===== src/sv/usrng_pkg.sv =====
package usrng_pkg;

    // Input item: one half-microsecond tick
    typedef struct packed {
        logic start_request;
        logic echo_level;
    } item_t;

    // Result item: one per tick
    typedef struct packed {
        logic       pin_drive;
        logic       done_res;
        logic [9:0] distance_cm;
        logic [2:0] error_code;
        logic       busy_res;
    } result_t;

    // Measurement phases, one-hot
    typedef enum logic [3:0] {
        PH_IDLE = 4'b0001,
        PH_TRIG = 4'b0010,
        PH_RISE = 4'b0100,
        PH_FALL = 4'b1000
    } phase_t;

    // Error codes
    typedef enum logic [2:0] {
        ERR_NONE    = 3'd0,
        ERR_BUSY    = 3'd1,
        ERR_TIMEOUT = 3'd2,
        ERR_EDGE    = 3'd3,
        ERR_RANGE   = 3'd4
    } err_t;

    // Per-item status carried from the controller to the distance stages
    typedef struct packed {
        logic pin_drive;
        logic done;
        err_t err;
        logic busy;
    } flags_t;

    // Configuration register indexes
    localparam logic [1:0] REG_TRIGGER  = 2'd0;
    localparam logic [1:0] REG_TIMEOUT  = 2'd1;
    localparam logic [1:0] REG_MIN_DIST = 2'd2;
    localparam logic [1:0] REG_MAX_DIST = 2'd3;

    // Configuration reset values
    localparam logic [15:0] TRIGGER_RESET  = 16'd10;
    localparam logic [15:0] TIMEOUT_RESET  = 16'd40000;
    localparam logic [9:0]  MIN_DIST_RESET = 10'd2;
    localparam logic [9:0]  MAX_DIST_RESET = 10'd300;

    // Echo ticks per centimeter after halving the round trip
    localparam logic [63:0] TICKS_PER_CM = 64'd58;

endpackage


===== src/sv/ultrasonic_single_pin_ranger.sv =====
// Single-pin ultrasonic ranger: one tick item in, one result item out.
// Three stages from item accept to result valid (controller register,
// reciprocal multiply register, range check / output register).
// Throughput: one item per cycle unless stalled; stages move independently.
// Reset (rst_n low, async): idle phase, count 0, pipeline empty,
// configuration back to trigger 10, timeout 40000, min 2 cm, max 300 cm.
module ultrasonic_single_pin_ranger #(
    parameter int COUNT_WIDTH = 16
) (
    input  logic                 clk,
    input  logic                 rst_n,
    input  logic                 item_valid,
    output logic                 item_stall,
    input  usrng_pkg::item_t     item,
    output logic                 result_valid,
    input  logic                 result_stall,
    output usrng_pkg::result_t   result,
    input  logic                 cfg_write,
    input  logic [1:0]           cfg_index,
    input  logic [15:0]          cfg_data
);
    import usrng_pkg::*;

    logic [15:0] trigger_reg, timeout_reg;
    logic [9:0]  min_reg, max_reg;
    logic        v1_reg, v2_reg, v3_reg;
    logic        en1, en2, en3;
    logic        accept;
    flags_t      flags1;
    logic [COUNT_WIDTH-2:0] half1;

    // Stage enables: a stage loads when it is empty or its contents move on
    assign en3        = !v3_reg || !result_stall;
    assign en2        = !v2_reg || en3;
    assign en1        = !v1_reg || en2;
    assign item_stall = !en1;
    assign accept     = item_valid && en1;
    assign result_valid = v3_reg;

    // Configuration registers
    always_ff @(posedge clk or negedge rst_n)
    begin
        if (!rst_n)
        begin
            trigger_reg <= TRIGGER_RESET;
            timeout_reg <= TIMEOUT_RESET;
            min_reg     <= MIN_DIST_RESET;
            max_reg     <= MAX_DIST_RESET;
        end
        else if (cfg_write)
        begin
            case (cfg_index)
                REG_TRIGGER:  trigger_reg <= cfg_data;
                REG_TIMEOUT:  timeout_reg <= cfg_data;
                REG_MIN_DIST: min_reg     <= cfg_data[9:0];
                REG_MAX_DIST: max_reg     <= cfg_data[9:0];
                default:      ;
            endcase
        end
    end

    // Stage valid bits
    always_ff @(posedge clk or negedge rst_n)
    begin
        if (!rst_n)
        begin
            v1_reg <= 1'b0;
            v2_reg <= 1'b0;
            v3_reg <= 1'b0;
        end
        else
        begin
            if (en1)
            begin
                v1_reg <= item_valid;
            end
            if (en2)
            begin
                v2_reg <= v1_reg;
            end
            if (en3)
            begin
                v3_reg <= v2_reg;
            end
        end
    end

    usrng_ctrl #(
        .COUNT_WIDTH (COUNT_WIDTH)
    ) u_ctrl (
        .clk           (clk),
        .rst_n         (rst_n),
        .step          (accept),
        .item          (item),
        .trigger_ticks (trigger_reg),
        .timeout_ticks (timeout_reg),
        .flags         (flags1),
        .half_count    (half1)
    );

    usrng_dist #(
        .COUNT_WIDTH (COUNT_WIDTH)
    ) u_dist (
        .clk          (clk),
        .load_mul     (en2),
        .load_out     (en3),
        .flags        (flags1),
        .half_count   (half1),
        .min_distance (min_reg),
        .max_distance (max_reg),
        .result       (result)
    );

    // A completed measurement reports either success or out of range
    assert property (@(posedge clk) disable iff (!rst_n)
        result_valid && result.done_res |->
            (result.error_code == ERR_NONE || result.error_code == ERR_RANGE))
        else $error("done item with unexpected error code");

    // A nonzero distance only comes with a clean completed measurement
    assert property (@(posedge clk) disable iff (!rst_n)
        result_valid && (result.distance_cm != 10'd0) |->
            result.done_res && (result.error_code == ERR_NONE))
        else $error("distance reported without a good measurement");

    // Driving the trigger means a measurement is in progress
    assert property (@(posedge clk) disable iff (!rst_n)
        result_valid && result.pin_drive |-> result.busy_res)
        else $error("pin driven while not busy");

    // Input stalls only when every stage is full and the output is held
    assert property (@(posedge clk) disable iff (!rst_n)
        item_stall |-> v1_reg && v2_reg && result_valid && result_stall)
        else $error("input stalled with room in the pipeline");

endmodule


===== src/sv/usrng_ctrl.sv =====
module usrng_ctrl #(
    parameter int COUNT_WIDTH = 16
) (
    input  logic                      clk,
    input  logic                      rst_n,
    input  logic                      step,
    input  usrng_pkg::item_t          item,
    input  logic [15:0]               trigger_ticks,
    input  logic [15:0]               timeout_ticks,
    output usrng_pkg::flags_t         flags,
    output logic [COUNT_WIDTH-2:0]    half_count
);
    import usrng_pkg::*;

    localparam int CW = (COUNT_WIDTH > 16) ? COUNT_WIDTH : 16;
    localparam logic [COUNT_WIDTH-1:0] COUNT_MAX = {COUNT_WIDTH{1'b1}};

    phase_t                 phase_reg, phase_next;
    logic [COUNT_WIDTH-1:0] tick_reg, tick_next;
    logic                   echo_prev_reg;
    logic [COUNT_WIDTH-1:0] cnt_inc;
    logic [CW-1:0]          cnt_ext, trig_ext, tmo_ext;
    logic                   rise, fall;
    logic                   done;
    err_t                   err;

    flags_t                 flags_reg;
    logic [COUNT_WIDTH-2:0] half_reg;

    assign rise    = !echo_prev_reg && item.echo_level;
    assign fall    = echo_prev_reg && !item.echo_level;
    // saturating count
    assign cnt_inc  = (tick_reg == COUNT_MAX) ? tick_reg : tick_reg + 1'b1;
    assign cnt_ext  = CW'(cnt_inc);
    assign trig_ext = CW'(trigger_ticks);
    assign tmo_ext  = CW'(timeout_ticks);

    // Phase and counter update for one tick
    always_comb
    begin
        phase_next = phase_reg;
        tick_next  = tick_reg;
        err        = ERR_NONE;
        done       = 1'b0;
        if (phase_reg != PH_IDLE && item.start_request)
        begin
            err        = ERR_BUSY;
            phase_next = PH_IDLE;
            tick_next  = '0;
        end
        else
        begin
            case (phase_reg)
                PH_IDLE:
                begin
                    if (rise)
                    begin
                        err = ERR_EDGE;
                    end
                    else if (item.start_request)
                    begin
                        phase_next = PH_TRIG;
                        tick_next  = '0;
                    end
                end
                PH_TRIG:
                begin
                    tick_next = cnt_inc;
                    if (cnt_ext >= trig_ext)
                    begin
                        phase_next = PH_RISE;
                        tick_next  = '0;
                    end
                end
                PH_RISE:
                begin
                    if (rise)
                    begin
                        phase_next = PH_FALL;
                        tick_next  = '0;
                    end
                    else
                    begin
                        tick_next = cnt_inc;
                        if (cnt_ext >= tmo_ext)
                        begin
                            err        = ERR_TIMEOUT;
                            phase_next = PH_IDLE;
                            tick_next  = '0;
                        end
                    end
                end
                PH_FALL:
                begin
                    if (fall)
                    begin
                        done       = 1'b1;
                        phase_next = PH_IDLE;
                        tick_next  = '0;
                    end
                    else
                    begin
                        tick_next = cnt_inc;
                        if (cnt_ext >= tmo_ext)
                        begin
                            err        = ERR_TIMEOUT;
                            phase_next = PH_IDLE;
                            tick_next  = '0;
                        end
                    end
                end
                default:
                begin
                    phase_next = PH_IDLE;
                    tick_next  = '0;
                end
            endcase
        end
    end

    // Control state
    always_ff @(posedge clk or negedge rst_n)
    begin
        if (!rst_n)
        begin
            phase_reg     <= PH_IDLE;
            tick_reg      <= '0;
            echo_prev_reg <= 1'b0;
        end
        else if (step)
        begin
            phase_reg     <= phase_next;
            tick_reg      <= tick_next;
            echo_prev_reg <= item.echo_level;
        end
    end

    // Stage 1 payload: status and halved echo count
    always_ff @(posedge clk)
    begin
        if (step)
        begin
            flags_reg.pin_drive <= (phase_next == PH_TRIG);
            flags_reg.done      <= done;
            flags_reg.err       <= err;
            flags_reg.busy      <= (phase_next != PH_IDLE);
            half_reg            <= tick_reg[COUNT_WIDTH-1:1];
        end
    end

    assign flags      = flags_reg;
    assign half_count = half_reg;

endmodule


===== src/sv/usrng_dist.sv =====
module usrng_dist #(
    parameter int COUNT_WIDTH = 16
) (
    input  logic                      clk,
    input  logic                      load_mul,
    input  logic                      load_out,
    input  usrng_pkg::flags_t         flags,
    input  logic [COUNT_WIDTH-2:0]    half_count,
    input  logic [9:0]                min_distance,
    input  logic [9:0]                max_distance,
    output usrng_pkg::result_t        result
);
    import usrng_pkg::*;

    // floor(h / 58) = (h * M) >> SHIFT, exact for h below 2^(COUNT_WIDTH-1)
    localparam int SHIFT = COUNT_WIDTH + 5;
    localparam int PW    = 2 * COUNT_WIDTH;
    localparam logic [63:0] RECIP_FULL =
        ((64'd1 << SHIFT) + TICKS_PER_CM - 64'd1) / TICKS_PER_CM;
    localparam logic [COUNT_WIDTH-1:0] RECIP_M = RECIP_FULL[COUNT_WIDTH-1:0];
    localparam int DW   = PW - SHIFT;
    localparam int CMPW = (DW > 10) ? DW : 10;

    flags_t         flags_reg;
    logic [PW-1:0]  prod_reg;
    result_t        result_reg;
    logic [DW-1:0]  dist_cm;
    logic [CMPW-1:0] dist_ext, min_ext, max_ext;
    logic           in_range;

    // Stage 2: reciprocal multiply
    always_ff @(posedge clk)
    begin
        if (load_mul)
        begin
            flags_reg <= flags;
            prod_reg  <= PW'(half_count) * PW'(RECIP_M);
        end
    end

    assign dist_cm  = prod_reg[PW-1:SHIFT];
    assign dist_ext = CMPW'(dist_cm);
    assign min_ext  = CMPW'(min_distance);
    assign max_ext  = CMPW'(max_distance);
    assign in_range = (dist_ext >= min_ext) && (dist_ext <= max_ext);

    // Stage 3: range check and result register
    always_ff @(posedge clk)
    begin
        if (load_out)
        begin
            result_reg.pin_drive <= flags_reg.pin_drive;
            result_reg.done_res  <= flags_reg.done;
            result_reg.busy_res  <= flags_reg.busy;
            if (flags_reg.done && in_range)
            begin
                result_reg.distance_cm <= dist_ext[9:0];
                result_reg.error_code  <= ERR_NONE;
            end
            else if (flags_reg.done)
            begin
                result_reg.distance_cm <= '0;
                result_reg.error_code  <= ERR_RANGE;
            end
            else
            begin
                result_reg.distance_cm <= '0;
                result_reg.error_code  <= flags_reg.err;
            end
        end
    end

    assign result = result_reg;

endmodule


===== config.mk =====
export PLATFORM = sky130hd
export DESIGN_NAME = ultrasonic_single_pin_ranger
export DESIGN_NICKNAME = d
export VERILOG_FILES = /design/src/sv/usrng_pkg.sv /design/src/sv/ultrasonic_single_pin_ranger.sv /design/src/sv/usrng_ctrl.sv /design/src/sv/usrng_dist.sv
export SDC_FILE = /design/constraint.sdc
export NUM_CORES = 1
export LEC_CHECK = 0
export BUFFER_PORTS_ARGS = -buffer_cell sky130_fd_sc_hd__buf_2
export CORE_ASPECT_RATIO = 1.4
export CORE_MARGIN = 4
export CORE_UTILIZATION = 36
export CTS_BUF_LIST = sky130_fd_sc_hd__clkbuf_8 sky130_fd_sc_hd__clkbuf_16
export DETAILED_ROUTE_END_ITERATION = 12
export GPL_TIMING_DRIVEN = 0
export PLACE_DENSITY = 0.6
export SKIP_CTS_REPAIR_TIMING = 1
export SLEW_MARGIN = 20
export SYNTH_ARGS = -nofsm -noshare
export SYNTH_HDL_FRONTEND = slang
export SYNTH_SLANG_ARGS = --single-unit

===== constraint.sdc =====
create_clock -name clk -period 13.4 [get_ports clk]
set_clock_uncertainty 0.15 [all_clocks]
set_input_delay 1.34 -clock clk [delete_from_list [all_inputs] [get_ports clk]]
set_output_delay 1.34 -clock clk [all_outputs]
set_load 0.02 [all_outputs]

Yosys cells after proc, flatten, opt, wreduce, memory -nomap -nowiden
Cells that the tools add are included.
{"block": "word_totals", "reg_bits": 149, "elab_cells": 95, "out_inout_bits": 18, "in_bits": 25}
{"block": "classes", "n_lt_le_gt_ge": 4, "bitwise_logic": 1, "reduce_logical": 24, "add_sub_neg": 1, "n_mux": 25, "n_eq_ne": 13, "multipliers": 1}
{"cell": "16-bit two-way mux", "count": 8}
{"cell": "16-bit one-hot mux with 4 select lines", "count": 1}
{"cell": "16-bit greater-or-equal comparator", "count": 2}
{"cell": "15-bit by 15-bit multiplier with 30-bit output (second input constant)", "count": 1}
{"cell": "4-bit two-way mux", "count": 7}
{"cell": "16-bit by 1-bit adder with 16-bit output (second input constant)", "count": 1}
{"cell": "16-bit equality test (second input constant)", "count": 1}
{"cell": "4-bit one-hot mux with 4 select lines", "count": 1}
{"cell": "13-bit two-way mux", "count": 1}
{"cell": "10-bit greater-or-equal comparator", "count": 1}
{"cell": "10-bit <= comparator", "count": 1}
{"cell": "3-bit two-way mux", "count": 3}
{"cell": "3-bit one-hot mux with 3 select lines", "count": 1}
{"cell": "4-bit by 2-bit equality test with 1-bit output (second input constant)", "count": 2}
{"cell": "4-bit by 1-bit inequality test with 1-bit output (second input constant)", "count": 2}
{"cell": "2-bit AND reduction", "count": 4}
{"cell": "1-bit zero test", "count": 7}
{"cell": "1-bit logical AND", "count": 6}
{"cell": "2-bit equality test (second input constant)", "count": 2}
{"cell": "4-bit by 1-bit equality test with 1-bit output (second input constant)", "count": 1}
{"cell": "4-bit by 3-bit equality test with 1-bit output (second input constant)", "count": 1}
{"cell": "4-bit equality test (second input constant)", "count": 1}
{"cell": "2-bit two-way mux", "count": 2}
{"cell": "2-bit OR reduction", "count": 2}
{"cell": "8 further kinds", "count": 10}

Depth between registers and ports, before layout
{"block": "logic_depth", "depth_word": 8, "mapped_depth": 20, "depth_no_buf": 20}

By module
Synthesis repeated with hierarchy kept, for this count alone.
{"block": "unflattened", "hier_cells": 975, "hier_area_um2": 10665.2}
{"mod": "usrng_dist", "cells_each": 570, "seq_area_each_um2": 960.9, "area_each_um2": 5806.8, "instances": 1}
{"mod": "usrng_ctrl", "cells_each": 283, "seq_area_each_um2": 1127.3, "area_each_um2": 2760.1, "instances": 1}
{"mod": "ultrasonic_single_pin_ranger", "cells_each": 122, "seq_area_each_um2": 1391.3, "area_each_um2": 2098.3, "instances": 1}

Least setup slack after synthesis
No wires, ideal clock.
{"block": "synth_timing", "path_type": "reg-to-reg", "startpoint": "reg u_ctrl.half_reg[12] (netlist: u_ctrl.half_count[12])", "endpoint": "reg u_dist.prod_reg[30] (data pin)", "stages_incl_launch_ff": 19, "setup_time_ns": 0.261, "required_ns": 12.989, "arrival_time_ns": 5.460, "path_slack_ns": 7.529, "path_cell_list": "edfxtp_1 fa_1 inv_1 fa_1 inv_1 fa_1 fa_1 fa_1 inv_1 fa_1 inv_1 ha_1 and4_1 a32o_1 a211oi_1 o211a_1 o21ai_1 and3_1 a311o_1"}
{"block": "synth_via", "elab_chain_cells": 1}
{"element": "from (decl)", "line": "usrng_ctrl.sv:28", "text": "logic [COUNT_WIDTH-2:0] half_reg;"}
{"element": "from (signal assigned)", "line": "usrng_ctrl.sv:147", "text": "half_reg <= tick_reg[COUNT_WIDTH-1:1];"}
{"element": "15-bit by 15-bit multiplier with 30-bit output", "line": "usrng_dist.sv:37", "text": "prod_reg <= PW'(half_count) * PW'(RECIP_M);"}
{"element": "to (signal assigned)", "line": "usrng_dist.sv:37"}
{"element": "to (decl)", "line": "usrng_dist.sv:25", "text": "logic [PW-1:0] prod_reg;"}
No other way between the ends.
A chain may end at the register's enable or synchronous reset.

Final worst setup path
Ends and elaborated chain as after synthesis.

==> impl_results.md <==
* Status: complete, no violations
* Layout cell share with drive strength beyond 1 at around 14%
* Setup CP Type: register to register
* Cell Pwr Density at about 170 nW/um^2
* Finish-stage setup viols at 0
* Worst reg2reg path depth at 18
* Area growth syn-to-layout at 12.3%
* Fin. Hold Viols at 0
* Synth cell count leaders: inv_1, ha_1, fa_1
* Top_reg_cell synth: dfrtp_1
* Logic gate share of total power at 51.2%
* Area after DPL at approximately 11000 sq um
* Chip width at around 150 microns
* GRT Util Overall at between 10 and 15%
* Diode count at 0
* Number of synthesized flops with an enable pin at 51
* Min-Delay Endpoint: u_dist.result[15]
* DR iter-0 viols at around 320
* Die height at approximately 210 microns
* Clk root buf: clkbuf_16
* Max_cap viols at 0
* Final min period at ~6.5 ns
* Final instance area at roughly 12000 sq um
* DRT Wirelength at 22500 microns
* Hold Crit Class: register to register
* Worst Max-Slew Pin Slew at roughly 1.0 ns
* Initial antenna violation count at 0
* Cell-internal power at around 1200 uW
* Top Ports at 43
* Vias/cell at around 5.0
* CTS tree: done
* Synthesized flop and latch total at about 130
* Startpoint types: register
* Max Buffers Root-to-Sink at 2
* Core area at 29100 sq um
* Sw frac at between 30 and 40%
* DRC violations left at 0
* R2r setup slk at roughly 7 ns
* Maximum vdd drop at around 130 uV
* Clk Latency, worst-skew pair at about 0.42 ns
* Top cells by area, synth: ha_1, dfrtp_1, fa_1
* Worst Path Required at between 10 and 15 ns
* Sequential Area at around 3400 sq um
* RSZ-0062 raised after global routing: false
* Die ar. at 32200 sq um
* Synthesized instance count at just under 1000
* Fraction of registers with async set/reset at between 50% and 60%
* Setup TNS at 0 ns
* Crit. End Element: register
* Multi-input gate area at about 6300 sq um
* Worst-path fanout max at 7
* Fillcell total at between 2000 and 3000
* Post-DRT Antenna Nets at 0
* Worst Hold Depth at 0
* DP HPWL at 18400 microns
* Synthesized area per cell at approximately 11 sq um
* Post-synthesis cell type count at 71
* Number of global-route vias before repair at approximately 7300
* Synth area leader: ha_1
* CTS clk-pin slew, worst paths at 0.06 ns
* Port bufs at 42
* Synth Cell Area at ~11000 sq um
* Post-synthesis sequential area ratio at between 30% and 40%
* Sw power at around 800 uW
* Most common cell in the synthesized netlist: inv_1
* Max frequency at between 150 and 200 MHz
* CTS buffer count at 17
* Post-layout net count at 1299
* Layout Utilization at around two fifths
* Synthesized Nets at 1237
* Seq pwr share at between 20% and 30%
* Leakage at 0.00594 uW
* CTS H-tree depth at 4
* Total number of vias at 7047
* Ys Warns at 0
* Reg2Reg Capture Point: u_dist.prod_reg[30]
* Top-area cell type share of the netlist area at between 10% and 20%
* Largest net degree at the start of global routing at 50
* Avg WL per Cell at 15.8 microns
* TritonRoute pass-1 iters at 4
* First-pass GRT wire length at 37100 microns
* Worst r2r src: u_ctrl.half_count[12]
* Slew headroom at approximately a third
* Site Rows at 74
* Clk pwr share at between 20% and 30%
* GR Overflow Total at 0
* Fin crit share at 48.5%
* Gpl congestion at 0.846
* Total Power at slightly above 2000 uW
* Initial Util at a little over a third
* Clock Sinks at roughly 130
* Crit path DAT at 6.52 ns
* Max-slew violations at 0
* Worst Hold Launch: u_dist.flags_reg[5]
-- through the flow --
step	setup WS [ns]	hold WS (ns)	instances
2_1_floorplan	7.53	0.250	967
3_3_place_gp	6.97	0.251	1389
3_5_place_dp	6.96	0.258	1390
4_1_cts	6.93	0.270	1422
5_1_grt	6.63	0.268	1422
6_report	6.90	0.267	1422
-- worst max path at each step --
stage                                      from             endpoint
after floorplan           u_ctrl.half_count[12]  u_dist.prod_reg[30]
after global placement    u_ctrl.half_count[12]  u_dist.prod_reg[30]
after detailed placement  u_ctrl.half_count[12]  u_dist.prod_reg[30]
after CTS                 u_ctrl.half_count[12]  u_dist.prod_reg[30]
after global routing      u_ctrl.half_count[12]  u_dist.prod_reg[30]
final                     u_ctrl.half_count[12]  u_dist.prod_reg[30]
-- critical path, stage by stage, from the launching register on --
cell	delay (ns)
edfxtp_1	0.56
fa_1	0.59
inv_1	0.05
fa_1	0.48
inv_1	0.05
fa_1	0.53
fa_1	0.46
fa_1	0.55
inv_1	0.06
fa_1	0.57
inv_1	0.05
ha_1	0.34
and4_1	0.25
a32o_1	0.23
a211oi_1	0.43
o211a_1	0.27
o21ai_1	0.11
and3_1	0.19
a311o_1	0.31
-- power groups by stage --
stage / Sequential (uW) / Combinational, uW / Clock (uW)
floorplan: 533 / 774 / 0
global route: 542 / 1210 / 479
detailed placement: 542 / 1050 / 0
CTS: 535 / 1060 / 463
global placement: 541 / 1030 / 0
finish: 535 / 1040 / 452
-- per-layer routing --
layer | routed length, microns | GRT usage (%)
met1 | 9130 | 16.7
met2 | 12400 | 27.4
met3 | 443 | 2.07
met4 | 512 | 5.16
met5 | 0 | 0
-- cell type report --
type / instances / share of cell area [%]
clock buffer: 22 / 4.25
timing repair buffer: 43 / 2.02
sequential: 127 / 29.0
clock inverter: 10 / 0.716
buffer: 14 / 0.726
inverter: 196 / 6.19
multi-input combinational: 630 / 53.1
tap: 380 / 4.00
-- cells by family (layout without fill, tap and decap cells) --
family	Yosys count	in the layout	synth area share, %
adders and majority gates	245	245	34.4
DFF	127	127	32.6
xor gates and xnor gates	21	21	1.74
muxes	39	39	4.15
AOI/OAI and AO/OA	153	153	10.5
and+or+nand+nor	172	172	8.76
buffers and inverters	210	285	7.77
-- layout by cell type, fill, tap and decap left out, drive strengths merged, types with 4 or more instances in the layout --
cell,count
a221oi,5
o21a,10
nand3b,4
nand3,14
a22o,14
dfrtp,63
a21o,22
inv,198
nand2b,11
edfxtp,51
a211oi,6
nor2,27
o211ai,4
dfstp,13
o21ai,36
a31oi,4
and3,9
nand2,48
ha,168
and2,5
nor3,9
buf,47
mux2,39
nor3b,11
xnor2,12
nor2b,7
nand4,10
clkinv,4
and4,5
fa,77
a21oi,28
xor2,9
clkbuf,32
Note: power is estimated with default switching activity, not from simulation.
